$ cat config.mk
export PLATFORM = sky130hd
export DESIGN_NAME = nibble_link_frame_receiver_flat
export DESIGN_NICKNAME = d
export VERILOG_FILES = /design/src/nlfr_pkg.sv /design/src/nlfr_if.sv /design/src/nlfr_cfg_regs.sv /design/src/nlfr_rx_core.sv /design/src/nibble_link_frame_receiver.sv /design/src/flat_wrapper.sv
export SDC_FILE = /design/constraint.sdc
export NUM_CORES = 1
export LEC_CHECK = 0
export ABC_AREA = 1
export BUFFER_PORTS_ARGS = -buffer_cell sky130_fd_sc_hd__clkbuf_2
export CORE_AREA = 2 2 127 129
export DETAILED_ROUTE_END_ITERATION = 10
export DIE_AREA = 0 0 129 131
export PLACE_DENSITY = 0.86
export SETUP_SLACK_MARGIN = 0.1
export SYNTH_ARGS = -nofsm -noshare
export SYNTH_HDL_FRONTEND = slang
export SYNTH_HIERARCHICAL = 1
export SYNTH_SLANG_ARGS = --single-unit
$ cat constraint.sdc
create_clock -name clk -period 6.05 [get_ports clk]
set_input_delay 0.3025 -clock clk [delete_from_list [all_inputs] [get_ports clk]]
set_output_delay 0.3025 -clock clk [all_outputs]
set_load 0.01 [all_outputs]
$ cat src/nlfr_pkg.sv
// Shared types and constants for the nibble link frame receiver.
`default_nettype none

package nlfr_pkg;

	// Status and data line widths, plus nibble, byte, count and configuration widths
	localparam int unsigned LineW = 5;
	localparam int unsigned NibW  = 4;
	localparam int unsigned ByteW = 8;
	localparam int unsigned CntW  = 16;
	localparam int unsigned CfgW  = 16;
	localparam int unsigned CfgIdxW = 1;

	// Line patterns
	localparam logic [LineW-1:0] SofPattern = 5'h18;
	localparam logic [LineW-1:0] AckIdle    = 5'h00;
	localparam logic [LineW-1:0] AckSof     = 5'h01;
	localparam logic [LineW-1:0] AckLow     = 5'h10;
	localparam int unsigned      BusyBit    = 4;

	// Configuration register indexes and reset values
	localparam logic [CfgIdxW-1:0] CfgCapacity = 1'b0;
	localparam logic [CfgIdxW-1:0] CfgTimeout  = 1'b1;
	localparam logic [CfgW-1:0]    CapacityReset = 16'd256;
	localparam logic [CfgW-1:0]    TimeoutReset  = 16'd1000;

	typedef enum logic [1:0] {
		PH_IDLE = 2'd0,
		PH_LOW  = 2'd1,
		PH_HIGH = 2'd2
	} phase_t;

	typedef enum logic [1:0] {
		ROLE_LEN_LO  = 2'd0,
		ROLE_LEN_HI  = 2'd1,
		ROLE_PAYLOAD = 2'd2,
		ROLE_CKSUM   = 2'd3
	} role_t;

	typedef struct packed {
		logic [LineW-1:0] data_lines;
		logic             byte_valid;
		logic [ByteW-1:0] byte_value;
		logic [CntW-1:0]  byte_position;
		logic             frame_done;
		logic             frame_error;
		logic [CntW-1:0]  frame_length;
		logic             checksum_ok;
	} result_t;

	typedef struct packed {
		logic [CfgW-1:0] capacity;
		logic [CfgW-1:0] timeout;
	} cfg_t;

endpackage

`default_nettype wire

$ cat src/nlfr_if.sv
// Valid/ready channel interfaces for status samples and receiver results.
`default_nettype none

interface nlfr_sample_if;
	logic                           valid;
	logic                           ready;
	logic [nlfr_pkg::LineW-1:0]     status_lines;

	modport source (output valid, output status_lines, input ready);
	modport sink   (input valid, input status_lines, output ready);
endinterface

interface nlfr_result_if;
	logic                           valid;
	logic                           ready;
	logic [nlfr_pkg::LineW-1:0]     data_lines;
	logic                           byte_valid;
	logic [nlfr_pkg::ByteW-1:0]     byte_value;
	logic [nlfr_pkg::CntW-1:0]      byte_position;
	logic                           frame_done;
	logic                           frame_error;
	logic [nlfr_pkg::CntW-1:0]      frame_length;
	logic                           checksum_ok;

	modport source (
		output valid, output data_lines, output byte_valid, output byte_value,
		output byte_position, output frame_done, output frame_error,
		output frame_length, output checksum_ok, input ready
	);
	modport sink (
		input valid, input data_lines, input byte_valid, input byte_value,
		input byte_position, input frame_done, input frame_error,
		input frame_length, input checksum_ok, output ready
	);
endinterface

`default_nettype wire

$ cat src/nlfr_cfg_regs.sv
// Configuration registers: buffer capacity and nibble timeout.
`default_nettype none

module nlfr_cfg_regs (
	input  wire logic                          clk,
	input  wire logic                          arst_n,
	input  wire logic                          cfg_we,
	input  wire logic [nlfr_pkg::CfgIdxW-1:0]  cfg_index,
	input  wire logic [nlfr_pkg::CfgW-1:0]     cfg_wdata,
	output nlfr_pkg::cfg_t                     cfg
);

	logic [nlfr_pkg::CfgW-1:0] capacity_q;
	logic [nlfr_pkg::CfgW-1:0] timeout_q;

	// register writes
	always_ff @(posedge clk or negedge arst_n) begin
		if (!arst_n) begin
			capacity_q <= nlfr_pkg::CapacityReset;
			timeout_q  <= nlfr_pkg::TimeoutReset;
		end else if (cfg_we) begin
			case (cfg_index)
				nlfr_pkg::CfgCapacity: capacity_q <= cfg_wdata;
				nlfr_pkg::CfgTimeout:  timeout_q  <= cfg_wdata;
				default: ;
			endcase
		end
	end

	assign cfg.capacity = capacity_q;
	assign cfg.timeout  = timeout_q;

endmodule

`default_nettype wire

$ cat src/nlfr_rx_core.sv
// Frame state machine: nibble capture, byte assembly, length, payload, checksum and nibble timeout.
`default_nettype none

module nlfr_rx_core (
	input  wire logic                        clk,
	input  wire logic                        arst_n,
	input  wire logic                        step,
	input  wire logic [nlfr_pkg::LineW-1:0]  sample,
	input  wire nlfr_pkg::cfg_t              cfg,
	output nlfr_pkg::result_t                result
);

	nlfr_pkg::phase_t phase_q, phase_d;
	nlfr_pkg::role_t  role_q, role_d;
	logic [nlfr_pkg::CntW-1:0]  len_q, len_d;
	logic [nlfr_pkg::CntW-1:0]  rcvd_q, rcvd_d;
	logic [nlfr_pkg::ByteW-1:0] sum_q, sum_d;
	logic [nlfr_pkg::NibW-1:0]  low_q, low_d;
	logic [nlfr_pkg::LineW-1:0] prev_q;
	logic [nlfr_pkg::CntW-1:0]  wait_q, wait_d;
	logic [nlfr_pkg::LineW-1:0] drive_q, drive_d;

	logic stable, busy, waiting, timeout_hit, take_low, take_high, sof;
	logic [nlfr_pkg::ByteW-1:0] rx_byte;
	logic [nlfr_pkg::CntW-1:0]  len_full, rcvd_inc;

	// events of this tick
	assign stable      = (sample == prev_q);
	assign busy        = sample[nlfr_pkg::BusyBit];
	assign waiting     = (phase_q == nlfr_pkg::PH_LOW) || (phase_q == nlfr_pkg::PH_HIGH);
	assign timeout_hit = waiting && (wait_q >= cfg.timeout);
	assign take_low    = !timeout_hit && (phase_q == nlfr_pkg::PH_LOW) && !busy && stable;
	assign take_high   = !timeout_hit && (phase_q == nlfr_pkg::PH_HIGH) && busy && stable;
	assign sof         = !waiting && (sample == nlfr_pkg::SofPattern);
	assign rx_byte     = {sample[nlfr_pkg::NibW-1:0], low_q};
	assign len_full    = {rx_byte, len_q[nlfr_pkg::ByteW-1:0]};
	assign rcvd_inc    = rcvd_q + 1'b1;

	// next phase
	always_comb begin
		phase_d = phase_q;
		case (phase_q)
			nlfr_pkg::PH_LOW, nlfr_pkg::PH_HIGH: begin
				if (timeout_hit) begin
					phase_d = nlfr_pkg::PH_IDLE;
				end else if (take_low) begin
					phase_d = nlfr_pkg::PH_HIGH;
				end else if (take_high) begin
					phase_d = (role_q == nlfr_pkg::ROLE_CKSUM) ? nlfr_pkg::PH_IDLE
					                                           : nlfr_pkg::PH_LOW;
				end
			end
			default: begin
				phase_d = sof ? nlfr_pkg::PH_LOW : nlfr_pkg::PH_IDLE;
			end
		endcase
	end

	// datapath updates and result
	always_comb begin
		role_d  = role_q;
		len_d   = len_q;
		rcvd_d  = rcvd_q;
		sum_d   = sum_q;
		low_d   = low_q;
		wait_d  = wait_q;
		drive_d = drive_q;
		result  = '0;
		if (waiting) begin
			if (timeout_hit) begin
				result.frame_error  = 1'b1;
				result.frame_length = len_q;
				drive_d = nlfr_pkg::AckIdle;
			end else if (take_low) begin
				low_d   = sample[nlfr_pkg::NibW-1:0];
				drive_d = nlfr_pkg::AckLow;
				wait_d  = '0;
			end else if (take_high) begin
				drive_d = nlfr_pkg::AckIdle;
				wait_d  = '0;
				case (role_q)
					nlfr_pkg::ROLE_LEN_LO: begin
						len_d  = {{(nlfr_pkg::CntW-nlfr_pkg::ByteW){1'b0}}, rx_byte};
						role_d = nlfr_pkg::ROLE_LEN_HI;
					end
					nlfr_pkg::ROLE_LEN_HI: begin
						len_d  = len_full;
						role_d = (len_full != '0) ? nlfr_pkg::ROLE_PAYLOAD
						                          : nlfr_pkg::ROLE_CKSUM;
					end
					nlfr_pkg::ROLE_PAYLOAD: begin
						if ((rcvd_q < len_q) && (rcvd_q < cfg.capacity)) begin
							result.byte_valid    = 1'b1;
							result.byte_value    = rx_byte;
							result.byte_position = rcvd_q;
						end
						sum_d  = sum_q + rx_byte;
						rcvd_d = rcvd_inc;
						if (rcvd_inc >= len_q) begin
							role_d = nlfr_pkg::ROLE_CKSUM;
						end
					end
					default: begin
						result.frame_done   = 1'b1;
						result.frame_length = len_q;
						result.checksum_ok  = (sum_q == rx_byte);
					end
				endcase
			end else if (wait_q != '1) begin
				wait_d = wait_q + 1'b1;
			end
		end else begin
			drive_d = nlfr_pkg::AckIdle;
			if (sof) begin
				drive_d = nlfr_pkg::AckSof;
				role_d  = nlfr_pkg::ROLE_LEN_LO;
				len_d   = '0;
				rcvd_d  = '0;
				sum_d   = '0;
				low_d   = '0;
				wait_d  = '0;
			end
		end
		result.data_lines = drive_d;
	end

	// state registers, advanced once per sample
	always_ff @(posedge clk or negedge arst_n) begin
		if (!arst_n) begin
			phase_q <= nlfr_pkg::PH_IDLE;
			role_q  <= nlfr_pkg::ROLE_LEN_LO;
			len_q   <= '0;
			rcvd_q  <= '0;
			sum_q   <= '0;
			low_q   <= '0;
			prev_q  <= '0;
			wait_q  <= '0;
			drive_q <= '0;
		end else if (step) begin
			phase_q <= phase_d;
			role_q  <= role_d;
			len_q   <= len_d;
			rcvd_q  <= rcvd_d;
			sum_q   <= sum_d;
			low_q   <= low_d;
			prev_q  <= sample;
			wait_q  <= wait_d;
			drive_q <= drive_d;
		end
	end

endmodule

`default_nettype wire

$ cat src/nibble_link_frame_receiver.sv
// Top level of the nibble link frame receiver.
// A sample passes through the input register and then the result register before its result is offered.
// Throughput: one sample per cycle while the result side accepts; the frame state updates once per sample.
// Reset: arst_n clears both stage valids, the frame state (idle) and the configuration
// registers (capacity 256, timeout 1000) at once.
`default_nettype none

module nibble_link_frame_receiver (
	input  wire logic                          clk,
	input  wire logic                          arst_n,
	nlfr_sample_if.sink                        sample,
	nlfr_result_if.source                      result,
	input  wire logic                          cfg_we,
	input  wire logic [nlfr_pkg::CfgIdxW-1:0]  cfg_index,
	input  wire logic [nlfr_pkg::CfgW-1:0]     cfg_wdata
);

	nlfr_pkg::cfg_t    cfg;
	nlfr_pkg::result_t step_res;
	nlfr_pkg::result_t res_s2;
	logic [nlfr_pkg::LineW-1:0] sample_s1;
	logic valid_s1_q, valid_s2_q;
	logic adv_s1, take_in;

	assign adv_s1  = valid_s1_q && (!valid_s2_q || result.ready);
	assign take_in = sample.valid && sample.ready;
	assign sample.ready = !valid_s1_q || adv_s1;

	nlfr_cfg_regs u_cfg (
		.clk       (clk),
		.arst_n    (arst_n),
		.cfg_we    (cfg_we),
		.cfg_index (cfg_index),
		.cfg_wdata (cfg_wdata),
		.cfg       (cfg)
	);

	nlfr_rx_core u_core (
		.clk    (clk),
		.arst_n (arst_n),
		.step   (adv_s1),
		.sample (sample_s1),
		.cfg    (cfg),
		.result (step_res)
	);

	// stage valids
	always_ff @(posedge clk or negedge arst_n) begin
		if (!arst_n) begin
			valid_s1_q <= 1'b0;
			valid_s2_q <= 1'b0;
		end else begin
			if (take_in) begin
				valid_s1_q <= 1'b1;
			end else if (adv_s1) begin
				valid_s1_q <= 1'b0;
			end
			if (adv_s1) begin
				valid_s2_q <= 1'b1;
			end else if (result.ready) begin
				valid_s2_q <= 1'b0;
			end
		end
	end

	// payload stages
	always_ff @(posedge clk) begin
		if (take_in) begin
			sample_s1 <= sample.status_lines;
		end
		if (adv_s1) begin
			res_s2 <= step_res;
		end
	end

	assign result.valid         = valid_s2_q;
	assign result.data_lines    = res_s2.data_lines;
	assign result.byte_valid    = res_s2.byte_valid;
	assign result.byte_value    = res_s2.byte_value;
	assign result.byte_position = res_s2.byte_position;
	assign result.frame_done    = res_s2.frame_done;
	assign result.frame_error   = res_s2.frame_error;
	assign result.frame_length  = res_s2.frame_length;
	assign result.checksum_ok   = res_s2.checksum_ok;

endmodule

`default_nettype wire

$ cat src/flat_wrapper.sv
// flat-port wrapper written by rule: the top's interface ports become plain ports
module nibble_link_frame_receiver_flat 
  (clk, arst_n, cfg_we, cfg_index, cfg_wdata, sample_valid, sample_status_lines, sample_ready, result_valid, result_data_lines, result_byte_valid, result_byte_value, result_byte_position, result_frame_done, result_frame_error, result_frame_length, result_checksum_ok, result_ready);
  nlfr_sample_if sample_i ();
  nlfr_result_if result_i ();
  input  wire logic clk;
  input  wire logic arst_n;
  input  wire logic cfg_we;
  input  wire logic [nlfr_pkg::CfgIdxW-1:0] cfg_index;
  input  wire logic [nlfr_pkg::CfgW-1:0] cfg_wdata;
  input wire logic [$bits(sample_i.valid)-1:0] sample_valid;
  input wire logic [$bits(sample_i.status_lines)-1:0] sample_status_lines;
  output wire logic [$bits(sample_i.ready)-1:0] sample_ready;
  output wire logic [$bits(result_i.valid)-1:0] result_valid;
  output wire logic [$bits(result_i.data_lines)-1:0] result_data_lines;
  output wire logic [$bits(result_i.byte_valid)-1:0] result_byte_valid;
  output wire logic [$bits(result_i.byte_value)-1:0] result_byte_value;
  output wire logic [$bits(result_i.byte_position)-1:0] result_byte_position;
  output wire logic [$bits(result_i.frame_done)-1:0] result_frame_done;
  output wire logic [$bits(result_i.frame_error)-1:0] result_frame_error;
  output wire logic [$bits(result_i.frame_length)-1:0] result_frame_length;
  output wire logic [$bits(result_i.checksum_ok)-1:0] result_checksum_ok;
  input wire logic [$bits(result_i.ready)-1:0] result_ready;
  assign sample_i.valid = sample_valid;
  assign sample_i.status_lines = sample_status_lines;
  assign sample_ready = sample_i.ready;
  assign result_valid = result_i.valid;
  assign result_data_lines = result_i.data_lines;
  assign result_byte_valid = result_i.byte_valid;
  assign result_byte_value = result_i.byte_value;
  assign result_byte_position = result_i.byte_position;
  assign result_frame_done = result_i.frame_done;
  assign result_frame_error = result_i.frame_error;
  assign result_frame_length = result_i.frame_length;
  assign result_checksum_ok = result_i.checksum_ok;
  assign result_i.ready = result_ready;
  nibble_link_frame_receiver u_core (.clk(clk), .arst_n(arst_n), .sample(sample_i), .result(result_i), .cfg_we(cfg_we), .cfg_index(cfg_index), .cfg_wdata(cfg_wdata));
endmodule
-- After elaboration in Yosys (flattened, before gate mapping)
Index checks and enable logic that the tools add are counted.
- input bits: 27
- output and inout port bits: 51
- flip-flop bits (word level): 162
- add/subtract/negate cells: 3
- magnitude comparators: 4
- muxes and demuxes: 56
- reductions and logical operators: 39
- bitwise operators: 5
- equality and inequality tests: 21
- operators by type and width (cell ; number):
    two-way mux 16 bit ; 16
    two-way mux 17 bit ; 3
    two-way mux 8 bit ; 6
    adder 16 x 1 -> 16 bit, second input constant ; 2
    greater-or-equal comparator 16 bit ; 2
    less-than comparator 16 bit ; 2
    one-hot mux 16 bit (2 select lines) ; 1
    two-way mux 25 bit ; 1
    two-way mux 2 bit ; 10
    two-way mux 5 bit ; 4
    two-way mux 4 bit ; 4
    != test 16 bit, second input constant ; 1
    nonzero test 16 bit ; 1
    AND reduction 7 bit ; 2
    AND reduction 6 bit ; 2
    logical AND 1 bit ; 11
    two-way mux 1 bit ; 10
    adder 8 bit ; 1
    equality test 8 bit ; 1
    != test 2 x 1 -> 1 bit, second input constant ; 4
    != test 4 x 1 -> 1 bit, second input constant ; 2
    AND reduction 4 bit ; 2
    OR reduction 7 bit ; 1
    equality test 2 bit, second input constant ; 3
    other kinds (19) ; 36

-- Logic depth before layout (Yosys ltp)
Gate-level depths: netlist (run 1).
- word-level depth: 11
- mapped depth: 19
- depth with buffers taken out: 19

-- Hierarchy
The synthesis (run 1) kept the hierarchy.
- by module, submodules not included (module ; cells an instance ; times used ; area each (sq um)):
    nlfr_rx_core ; 856 ; 1 ; 6199.7
    nibble_link_frame_receiver ; 66 ; 1 ; 1716.6
    nlfr_cfg_regs ; 140 ; 1 ; 1328.8

-- Worst setup path after synthesis (run 1)
Ideal clock, no wire load.
- path type: reg-to-reg
- start point: register u_core.valid_s2_q, in the netlist u_core/result.valid
- end point: register u_core/u_core/len_q[6] in the netlist's numbering
- setup time: 0.121 ns
- data arrival time: 4.314 ns
- buffers on the path: 2
- stages on the path, launching flop included: 11
- clock period less this slack: 4.435 ns
- path slack: 1.615 ns
- cell sequence: dfrtp_1 -> a21oi_1 -> buf_2 -> inv_1 -> a21oi_1 -> nand2_2 -> nor2_1 -> nand2_2 -> buf_2 -> nand2_1 -> o21ai_1
- word-level cells in the longest chain between the ends: 4
- RTL lines (what ; line ; RTL):
    start, declared ; nibble_link_frame_receiver.sv:22 ; logic valid_s1_q, valid_s2_q;
    start signal, assigned ; nibble_link_frame_receiver.sv:51 ; valid_s2_q <= 1'b0;
    start signal, assigned ; nibble_link_frame_receiver.sv:59 ; valid_s2_q <= 1'b1;
    start signal, assigned ; nibble_link_frame_receiver.sv:61 ; valid_s2_q <= 1'b0;
    zero test 1 bit ; nibble_link_frame_receiver.sv:25 ; assign adv_s1 = valid_s1_q && (!valid_s2_q || result.ready);
    logical OR 1 bit ; nibble_link_frame_receiver.sv:25 ;
    logical AND 1 bit ; nibble_link_frame_receiver.sv:25 ;
    via u_core.adv_s1 ; nibble_link_frame_receiver.sv:23 ; logic adv_s1, take_in;
    AND reduction 7 bit (no line) ; n/a ;
    end signal, assigned ; nlfr_rx_core.sv:142 ; len_q <= len_d;
    end, declared ; nlfr_rx_core.sv:15 ; logic [nlfr_pkg::CntW-1:0] len_q, len_d;
The timed path passes the listed nets, and every way through them passes these cells.
A chain may end at the register's enable or synchronous reset.

-- Worst setup path after layout (run 1)
- start point: register u_core.u_core.phase_q[0]
- end point: register u_core.res_s2, in the netlist u_core/result.byte_value[1] (data pin)
- word-level cells in the longest chain between the ends: 9
- elaborated cells on any way between the ends: 14
- classes of those cells: eq/ne (2); bitwise (2); reduce/logical (10)
- RTL lines (what ; line ; RTL):
    start, declared ; nlfr_rx_core.sv:13 ; nlfr_pkg::phase_t phase_q, phase_d;
    start signal, assigned ; nlfr_rx_core.sv:130 ; phase_q <= nlfr_pkg::PH_IDLE;
    start signal, assigned ; nlfr_rx_core.sv:140 ; phase_q <= phase_d;
    equality test 2 x 1 -> 1 bit or equality test 2 bit (tied branches) ; nlfr_rx_core.sv:30, nlfr_rx_core.sv:32, nlfr_rx_core.sv:33 ;
    logical OR 1 bit ; nlfr_rx_core.sv:30 ; assign waiting = (phase_q == nlfr_pkg::PH_LOW) || (phase_q == nlfr_pkg::PH_HIGH);
    logical AND 1 bit ; nlfr_rx_core.sv:31 ; assign timeout_hit = waiting && (wait_q >= cfg.timeout);
    zero test 1 bit ; nlfr_rx_core.sv:32, nlfr_rx_core.sv:33 ;
    logical AND 1 bit (3 in series) ; nlfr_rx_core.sv:33 ; assign take_high = !timeout_hit && (phase_q == nlfr_pkg::PH_HIGH) && busy && stable;
    inverter 1 bit (no line) ; n/a ;
    OR reduction 6 bit (no line) (*) ; n/a ;
    end signal, assigned ; nibble_link_frame_receiver.sv:72 ; res_s2 <= step_res;
    end, declared ; nibble_link_frame_receiver.sv:20 ; nlfr_pkg::result_t res_s2;
Every way passes the cells marked *; elsewhere a longest branch is shown, timed or not.

==> impl_metrics.tcl, run 1 <==
set metrics [dict create \
    vias 7357 \
    ant_nets 0 \
    crit_chain "inv_1 -> ha_1 -> inv_1 -> nand2_1 -> nand2_1 -> inv_2 -> nand3_2 -> nor3_1" \
    yosysUniqueCellTypes 49 \
    wl_per_cell_um 15.0 \
    syn2layout_area_growth_pct 11.7 \
    power_density_mw_per_mm2 301 \
    cts_tree "built" \
    worstHoldPathType "in2reg" \
    cts_buffer_depth 2 \
    required_ns 6.28 \
    die-height_um 131 \
    die_w_um 129 \
    cts_inserted_buffers 17 \
    p_comb_frac 0.245 \
    synthFlopType "dfrtp_1" \
    peakVddDrop_mv 0.232 \
    synth-edff-count 54 \
    finClkSkew_ns 0.0104 \
    hold_violations 0 \
    synth_nets 1169 \
    track_usage 0.258 \
    relSlewSlack 0.203 \
    place.gp.congestion 1.01 \
    nets 1241 \
    setup_viol 0 \
    power_uw 3110 \
    final-max-slew-violation-count 0 \
    synth_commonest_cells "nand2_1, inv_1, dfrtp_1" \
    ff2ff_setup_slack_ns 2.91 \
    rows 46 \
    yosysTopAreaCellShare 0.273 \
    drc 0 \
    switching_share 0.336 \
    fmaxAchievable_ghz 0.318 \
    fp.dieArea_mm2 0.0169 \
    p_sw_uw 1040 \
    dp_hpwl_um 14900 \
    critical_path.max_stage_delay_ns 0.71 \
    yosysTopAreaCell "dfrtp_1" \
    pwr-share-seq 0.429 \
    overflow 0 \
    via_per_inst 5.40 \
    synth.avg_cell_area_um2 8.71 \
    antenna_found_initial 0 \
    period_needed_ns 3.14 \
    fin_setup_tns_ns 0 \
    netlist_instances 1062 \
    synth_most_common_cell "nand2_1" \
    grt_max_degree 70 \
    insertion_delay_ns 0.43 \
    drt_iter0_drc 573 \
    grt_pass1_wl_um 34300 \
    slowest_stage "ha_1" \
    firstDrtPassIters 7 \
    cts.sink_count 162 \
    p_leak_uw 0.00501 \
    end_kind "flip-flop" \
    synth-seq-cells 162 \
    ys_seq_area_frac 0.469 \
    yosysWarnings 6 \
    ys_top_cells_by_area "dfrtp_1, edfxtp_1, nand2_1, ha_1, inv_1" \
    critPathArrivalTime_ns 3.37 \
    pwr-share-clk 0.326 \
    cts_max_level 4 \
    numPortBuffers 77 \
    core_area_mm2 0.0156 \
    internal-power_uw 2060 \
    start_util 0.593 \
    status "complete, no violations" \
    ys_async_sr_fraction 0.667 \
    ios 78 \
    startpoint_type "flip-flop" \
    drive_above_1_share 0.141 \
    max_cap_viol_count 0 \
    n_antenna_cell 0 \
    root_buffer "clkbuf_16" \
    worstSetupPathType "reg2reg" \
    path_max_fanout 25 \
    ctsResizeCount 0 \
    synth_area_mm2 0.00925 \
    timing.final.crit_share 0.519 \
    max_slew.worst_pin.slew_ns 1.20 \
    path_clk_slew_ns 0.06 \
    grt_pass1_vias 7152 \
    grt_setup_unrepaired "false" \
    wl_um 20500 \
]
==> layout make-up <==
cell class,count,area [um2]
Clock inverter,12,118
Sequential cell,162,4330
Clock buffer,19,433
Tap cell,216,270
Fill cell,1246,5280
Multi-Input combinational cell,721,4170
Inverter,150,569
Timing Repair Buffer,82,428
==> cells by family after synthesis <==
kind of cell               Yosys count  share of synthesized area
AOI/OAI and AO/OA                  127                     0.0784
xor gates and xnor gates            30                     0.0284
adders and majority gates           80                      0.109
buffers and inverters              179                     0.0817
DFF                                162                      0.469
and+or+nand+nor                    484                      0.234
==> power groups by stage <==
stage | clock network, uW | logic, uW | registers, uW
floorplan | 0 | 543 | 1340
global placement | 0 | 719 | 1350
detailed placement | 0 | 747 | 1350
CTS | 1030 | 756 | 1330
global route | 1070 | 861 | 1350
finish | 1010 | 761 | 1330
==> worst max-delay path, delay by kind of cell, from the launching register on <==
family / cells / cell delay, ns
adders and majority gates: 1 / 0.71
buffers and inverters: 3 / 0.70
and+or+nand+nor: 4 / 1.15
DFF: 1 / 0.37
==> cell usage in the layout (no fill, tap or decap), types with 2 or more instances in the layout <==
master,n
o21bai_1,2
nand2_2,9
nor2_1,54
o21ai_0,26
a21oi_2,2
nor3_1,34
nand3_1,68
o21ai_1,33
ha_1,79
bufinv_16,2
clkbuf_2,76
nand4_1,20
nor3b_1,3
xnor2_1,7
clkinvlp_4,2
inv_2,5
dfrtp_1,101
edfxtp_1,54
buf_4,5
nand3_2,3
nand2_4,3
clkbuf_16,17
nor3_4,2
o21ai_2,11
clkbuf_1,2
o22ai_1,2
nor4_1,3
dfstp_2,7
clkinv_2,7
xor2_1,23
o21a_1,5
o211ai_1,3
a21oi_1,39
inv_1,143
nand2_1,276
==> per-stage QoR <==
step	hold WS [ns]	worst slack (ns)	utilization	cells	cell area [um2]
2_1_floorplan	0.00691	1.62	-	1062	9250
3_5_place_dp	0.308	2.98	0.626	1330	9760
6_report	0.0502	2.91	0.662	1362	10300
4_1_cts	0.0372	2.92	0.662	1362	10300
5_1_grt	0.0348	2.62	0.662	1362	10300
3_3_place_gp	0.308	3.05	0.626	1330	9760
==> registers in the layout, indices dropped and copies added (netlist names), 8 cells and up <==
signal,cells
u_core/result.byte_position,16
u_core/result.frame_length,16
u_core/u_cfg/capacity_q,16
u_core/u_cfg/timeout_q,16
u_core/u_core/len_q,16
u_core/u_core/rcvd_q,16
u_core/u_core/wait_q,16
u_core/result.byte_value,8
u_core/u_core/sum_q,8
==> path summary, 6_finish.rpt <==
kind	from	to	cells after the start
max in group asynchronous	arst_n	u_core/u_cfg/capacity_q[11]$_DFFE_PN0P_	3
min	sample_status_lines[3]	u_core/sample_s1[3]$_DFFE_PP_	1
max	u_core/u_core/phase_q[0]$_DFFE_PN0P_	u_core/result.byte_value[1]$_DFFE_PP_	8
min reg2reg	u_core/u_cfg/timeout_q[10]$_DFFE_PN0P_	u_core/u_cfg/timeout_q[10]$_DFFE_PN0P_	2
max reg2reg	u_core/u_core/phase_q[0]$_DFFE_PN0P_	u_core/result.byte_value[1]$_DFFE_PP_	8
min in group asynchronous	arst_n	u_core/u_core/sum_q[3]$_DFFE_PN0P_	2
==> routing by layer <==
metal  up-vias  wire [um]  GRT usage
met5         -          0          0
met4         0        497      0.100
met3        55       1300     0.0525
met2       262       9910      0.430
met1      3417       8770      0.334
li1       3623          -          -
==> timing repair <==
item | in CTS | in global routing
hold buffers | 1 | 0
buffers inserted | 0 | 0
hold endpoints to repair | 39 | 0
No activity file was read; power rests on OpenSTA's default activity.
==> inputs of run 2 (changes only) <==
- clock period: 6.05 -> 3.3 ns (I/O delays scaled with it)
==> impl_metrics.tcl, run 2 (synthesis gave the netlist of run 1 again) <==
set metrics [dict create \
    status "complete, no violations" \
    rows 46 \
    cts_max_level 4 \
    dpl_cell_area_mm2 0.00980 \
    wl_um 20900 \
    mostFrequentLayoutCell "nand2_1" \
    p_leak_uw 0.00516 \
    hold_depth 3 \
    firstDrtPassIters 5 \
    track_usage 0.260 \
    path_max_fanout 6 \
    max_cap_viol_count 0 \
    p_comb_frac 0.248 \
    pwr-share-clk 0.340 \
    regToRegStartpoint "u_core/u_core/rcvd_q[1]$_DFFE_PN0P_" \
    fmaxAchievable_ghz 0.344 \
    die_w_um 129 \
    start_util 0.593 \
    pwr-share-seq 0.412 \
    required_ns 3.66 \
    n_fill_cell 1183 \
    power_density_mw_per_mm2 557 \
    critical_path.max_stage_delay_ns 0.44 \
    drc 0 \
    vias 7536 \
    holdWs_ns 0.0181 \
    grt_pass1_wl_um 34300 \
    dp_hpwl_um 14700 \
    cts_buffer_depth 2 \
    relSlewSlack 0.400 \
    core_area_mm2 0.0156 \
    period_needed_ns 2.91 \
    cts_tree "built" \
    setup_viol 0 \
    root_buffer "clkbuf_16" \
    ios 78 \
    place.gp.congestion 0.913 \
    drive_above_1_share 0.145 \
    ant_nets 0 \
    insertion_delay_ns 0.43 \
    die-height_um 131 \
    switching_share 0.333 \
    r2r-end "u_core/u_core/role_q[1]$_DFFE_PN0P_" \
    critPathTopFamily "simple AND/OR/NAND/NOR gates" \
    max_slew.worst_pin.slew_ns 0.900 \
    internal-power_uw 3960 \
    fin_ws_ns 0.391 \
    seqCellArea_mm2 0.00433 \
    final_area_mm2 0.0106 \
    drt_iter0_drc 684 \
    grt_max_degree 67 \
    grt_setup_unrepaired "false" \
    nets 1268 \
    n_antenna_cell 0 \
    numPortBuffers 77 \
    antenna_found_initial 0 \
    ff2ff_setup_slack_ns 0.39 \
    overflow 0 \
    worst-path-buf-inv 1 \
    wl_per_cell_um 15.0 \
    cts_inserted_buffers 17 \
    multi_input_area_mm2 0.00418 \
    worstSetupPathType "reg2reg" \
    dp_slack_ns 0.335 \
    syn2layout_area_growth_pct 15.1 \
    postCtsSetupBuffers 0 \
    peakVddDrop_mv 0.403 \
    crit_chain "ha_1 -> nand3_1 -> nor2_1 -> nand3_1 -> nor2_2 -> nand3_1 -> o21ai_0 -> o21ai_0 -> inv_1 -> ha_1 -> nand2_1 -> o21a_1 -> nand2_1 -> a21oi_1 -> nand4_1 -> nand3_1 -> nand2_1 -> nand2_1" \
    fp.dieArea_mm2 0.0169 \
    r2r_cells 18 \
    fin_setup_tns_ns 0 \
    final-max-slew-violation-count 0 \
    via_per_inst 5.42 \
    worstHoldPathType "in2reg" \
    cts.sink_count 162 \
    hold_path_end "u_core/u_cfg/capacity_q[14]$_DFFE_PN0P_" \
    grt_pass1_vias 7148 \
    startpoint_type "flip-flop" \
    end_kind "flip-flop" \
    critPathArrivalTime_ns 3.27 \
    p_sw_uw 1980 \
    hold_violations 0 \
    hp-start "cfg_wdata[14]" \
    slowest_stage "dfrtp_1" \
    finClkSkew_ns 0.0134 \
    final_cell_mix "nand2_1, inv_1, dfrtp_1" \
    timing.final.crit_share 0.881 \
    path_clk_slew_ns 0.06 \
]
-- run 2: changes by cell type in the layout (fill, tap and decap cells not counted), sizes merged --
cell and change:
buf +5, inv +3, clkbuf +3, clkinvlp -1, clkinv -4, dlygate4sd3 +22
-- run 2: repair_timing --
item	in CTS	in global routing
endpoints found under the setup margin	0	2
hold buffers	23	0
hold endpoints to repair	90	0
resized for setup	0	2
-- run 2: how the worst max path moves through the flow --
stage                                        startpoint                                   to  slack (ns)  cells after the start
detailed placement  u_core/u_core/rcvd_q[1]$_DFFE_PN0P_  u_core/u_core/role_q[1]$_DFFE_PN0P_        0.34                     16
global placement    u_core/u_core/rcvd_q[1]$_DFFE_PN0P_  u_core/u_core/role_q[0]$_DFFE_PN0P_        0.51                     16
finish              u_core/u_core/rcvd_q[1]$_DFFE_PN0P_  u_core/u_core/role_q[1]$_DFFE_PN0P_        0.39                     18
CTS                 u_core/u_core/rcvd_q[1]$_DFFE_PN0P_  u_core/u_core/role_q[1]$_DFFE_PN0P_        0.32                     16
floorplan               u_core/result.valid$_DFFE_PN0P_   u_core/u_core/len_q[6]$_DFFE_PN0P_        0.61                     10
global route        u_core/u_core/rcvd_q[1]$_DFFE_PN0P_  u_core/u_core/role_q[1]$_DFFE_PN0P_        0.15                     18
-- run 2: power by group through the flow --
| stage | Clock [uW] | Sequential, uW | Combinational (uW) |
|---|---|---|---|
| 2_1_floorplan | 0 | 2450 | 996 |
| 3_5_place_dp | 0 | 2470 | 1410 |
| 5_1_grt | 2110 | 2460 | 1650 |
| 6_report | 2010 | 2440 | 1470 |
| 4_1_cts | 2030 | 2440 | 1450 |
| 3_3_place_gp | 0 | 2460 | 1360 |
-- run 2: tightest hold or removal path: stages --
cell      delay, ns
clkbuf_2       0.11
nand3_1        0.08
nand2_1        0.05
-- run 2: area by class of cell --
type | count | area share
well taps | 216 | 0.0254
multi-input cells | 721 | 0.393
repair buffers | 109 | 0.0644
clock buffers | 22 | 0.0457
inverters | 150 | 0.0535
clock inverters | 10 | 0.0113
flip-flops and latches | 162 | 0.407
-- run 2: metal layers --
layer  share of wire  global-route usage
met2            0.49               0.440
met3           0.048              0.0440
met1            0.43               0.334
met5               0                   0
met4           0.028               0.109
-- run 2: through the flow --
stage	utilization	total power [uW]	std cells
2_1_floorplan	-	3440	1062
3_3_place_gp	0.628	3820	1335
3_5_place_dp	0.628	3880	1335
4_1_cts	0.682	5930	1390
5_1_grt	0.682	6220	1390
6_report	0.682	5930	1390
==> inputs of run 3 (changes only) <==
- SYNTH_HIERARCHICAL: 1 -> not set
==> impl_metrics.tcl, run 3 <==
set metrics [dict create \
    grt-busiest-layer "met2" \
    relSlewSlack 0.400 \
    end_kind "flip-flop" \
    rows 46 \
    via_per_inst 5.41 \
    hold_violations 0 \
    worstSetupPathType "reg2reg" \
    synth_fa_ha_area_frac 0.107 \
    max_cap_viol_count 0 \
    cts.sink_count 162 \
    ys_top_cells_by_area "dfrtp_1, edfxtp_1, nand2_1, ha_1, inv_1" \
    pwr-share-clk 0.327 \
    grt_pass1_wl_um 34200 \
    core_area_mm2 0.0156 \
    muxShareOfSynthArea 0 \
    synth-seq-cells 162 \
    drt_iter0_drc 634 \
    power_density_mw_per_mm2 594 \
    status "complete, no violations" \
    worstSetupStartpoint "u_core.u_core.rcvd_q[1]$_DFFE_PN0P_" \
    antenna_found_initial 0 \
    fin_ws_ns 0.465 \
    final_cell_mix "nand2_1, inv_1, dfrtp_1" \
    synth-edff-count 54 \
    ios 78 \
    ff2ff_setup_slack_ns 0.47 \
    grt_max_degree 60 \
    root_buffer "clkbuf_16" \
    synth_nets 1210 \
    netlist_instances 1104 \
    dp.cells 1381 \
    place.gp.congestion 0.948 \
    insertion_delay_ns 0.44 \
    synth.avg_cell_area_um2 8.42 \
    synth_compound_area_frac 0.0866 \
    dp_hpwl_um 15100 \
    yosysTopAreaCellShare 0.272 \
    ant_nets 0 \
    dp_slack_ns 0.332 \
    p_sw_uw 2190 \
    die_w_um 129 \
    final_area_mm2 0.0107 \
    vias 7753 \
    p_leak_uw 0.00524 \
    synth_area_mm2 0.00929 \
    synth_commonest_cells "nand2_1, inv_1, dfrtp_1" \
    p_comb_frac 0.270 \
    numPortBuffers 77 \
    grt_use_met1 0.334 \
    fin_setup_tns_ns 0 \
    grt_pass1_vias 7300 \
    switching_share 0.344 \
    yosysTopAreaCell "dfrtp_1" \
    n_antenna_cell 0 \
    mostFrequentLayoutCell "nand2_1" \
    fmaxAchievable_ghz 0.353 \
    cts_inserted_buffers 17 \
    synthFlopType "dfrtp_1" \
    drive_above_1_share 0.125 \
    pwr-share-seq 0.402 \
    syn2layout_area_growth_pct 15.5 \
    wl_um 21000 \
    fp.dieArea_mm2 0.0169 \
    grt_setup_unrepaired "false" \
    required_ns 3.63 \
    drc 0 \
    use_met2 0.429 \
    yosysWarnings 0 \
    regToRegStartpoint "u_core.u_core.rcvd_q[1]$_DFFE_PN0P_" \
    peakVddDrop_mv 0.446 \
    period_needed_ns 2.83 \
    start_util 0.596 \
    ys_async_sr_fraction 0.667 \
    holdWs_ns 0.00647 \
    track_usage 0.261 \
    synth-xor-area-share 0.0264 \
    wl_per_cell_um 14.7 \
    ys_seq_area_frac 0.466 \
    worstHoldPathType "in2reg" \
    firstDrtPassIters 5 \
    yosys.area_share.simple 0.230 \
    internal-power_uw 4180 \
    cts_tree "built" \
    overflow 0 \
    timing.final.crit_share 0.859 \
    met3_usage 0.0582 \
    final-max-slew-violation-count 0 \
    startpoint_type "flip-flop" \
    stdcell_count 1432 \
    finClkSkew_ns 0.0122 \
    nets 1309 \
    die-height_um 131 \
    critPathArrivalTime_ns 3.16 \
    hp-start "cfg_wdata[11]" \
    dpl_cell_area_mm2 0.00990 \
    synth_most_common_cell "nand2_1" \
    synth_top_family_by_area "simple AND/OR/NAND/NOR gates" \
    path_clk_slew_ns 0.06 \
    cts_max_level 4 \
    path_max_fanout 5 \
    max_slew.worst_pin.slew_ns 0.898 \
    setup_viol 0 \
    yosysUniqueCellTypes 44 \
    cts_buffer_depth 2 \
]
run 3: cell count changes in the layout (fill, tap and decap cells not counted), sizes merged, moves of 4 or more:
| cell | change |
|---|---|
| a21oi | +5 |
| and3 | +16 |
| dlygate4sd3 | -4 |
| inv | +19 |
| nand2 | +6 |
| nand3 | -23 |
| nor2 | +20 |
| nor3 | -19 |
| o21ai | +19 |
| o31ai | +4 |
| or2 | +4 |
run 3: what timing repair did:
action                                 in CTS  in global routing
setup buffers                               0                  0
setup endpoints to repair                   0                  2
endpoints found under the hold margin      71                  0
hold buffers                               19                  0
gates resized for setup                     0                  4
run 3: worst paths after layout:
path	endpoint	cells after the start
max in group asynchronous	u_core.u_cfg.timeout_q[6]$_DFFE_PN1P_	3
worst max-delay path	u_core.u_core.role_q[0]$_DFFE_PN0P_	15
worst min register to register	u_core.u_cfg.capacity_q[1]$_DFFE_PN0P_	2
min in group asynchronous	u_core.u_core.low_q[0]$_DFFE_PN0P_	2
worst min-delay path	u_core.u_cfg.timeout_q[11]$_DFFE_PN0P_	3
worst max register to register	u_core.u_core.role_q[0]$_DFFE_PN0P_	15
run 3: power by group through the flow:
stage / registers (uW) / clock network (uW) / logic (uW)
global placement: 2580 / 0 / 1600
CTS: 2560 / 2090 / 1710
finish: 2560 / 2080 / 1720
global route: 2590 / 2180 / 1960
floorplan: 2560 / 0 / 1180
detailed placement: 2590 / 0 / 1670
run 3: final cells by class:
| class | count | area, um2 |
|---|---|---|
| clock buffers | 19 | 433 |
| clock inverters | 13 | 184 |
| fillers | 1206 | 4870 |
| inverters | 168 | 631 |
| multi-input cells | 747 | 4200 |
| flip-flops and latches | 162 | 4330 |
| well taps | 216 | 270 |
| repair buffers | 107 | 673 |
run 3: layer usage:
metal	part of all wire	up-vias	wire, um
met4	0.037	0	770
li1	-	3775	-
met5	0	-	0
met2	0.49	250	10200
met1	0.43	3656	8950
met3	0.051	72	1070
run 3: cells by family (layout without fill, tap and decap cells):
logic type	after synthesis	in the layout
buffers and inverters	195	307
flip-flops	162	162
AO/OA/AOI/OAI	151	151
AND/OR/NAND/NOR	489	489
XOR/XNOR	28	28
adder cells (fa/ha/maj)	79	79
run 3: stage by stage:
stage | power [uW] | util
after global routing | 6730 | 0.688
after CTS | 6360 | 0.687
final | 6370 | 0.688
after detailed placement | 4260 | 0.635
after global placement | 4180 | 0.635
after floorplan | 3750 | -
run 3: critical path: stages (launching register included):
cell and delay, ns:
dfrtp_1 0.42, ha_1 0.30, nand3_1 0.19, nor2_1 0.15
nand2_1 0.09, nor3_1 0.18, xor2_1 0.17, inv_1 0.10
ha_1 0.29, nand4_1 0.11, nor3_1 0.25, nand3_1 0.11
nand4_1 0.15, nand2_1 0.09, nand2_1 0.07, nand2_1 0.05
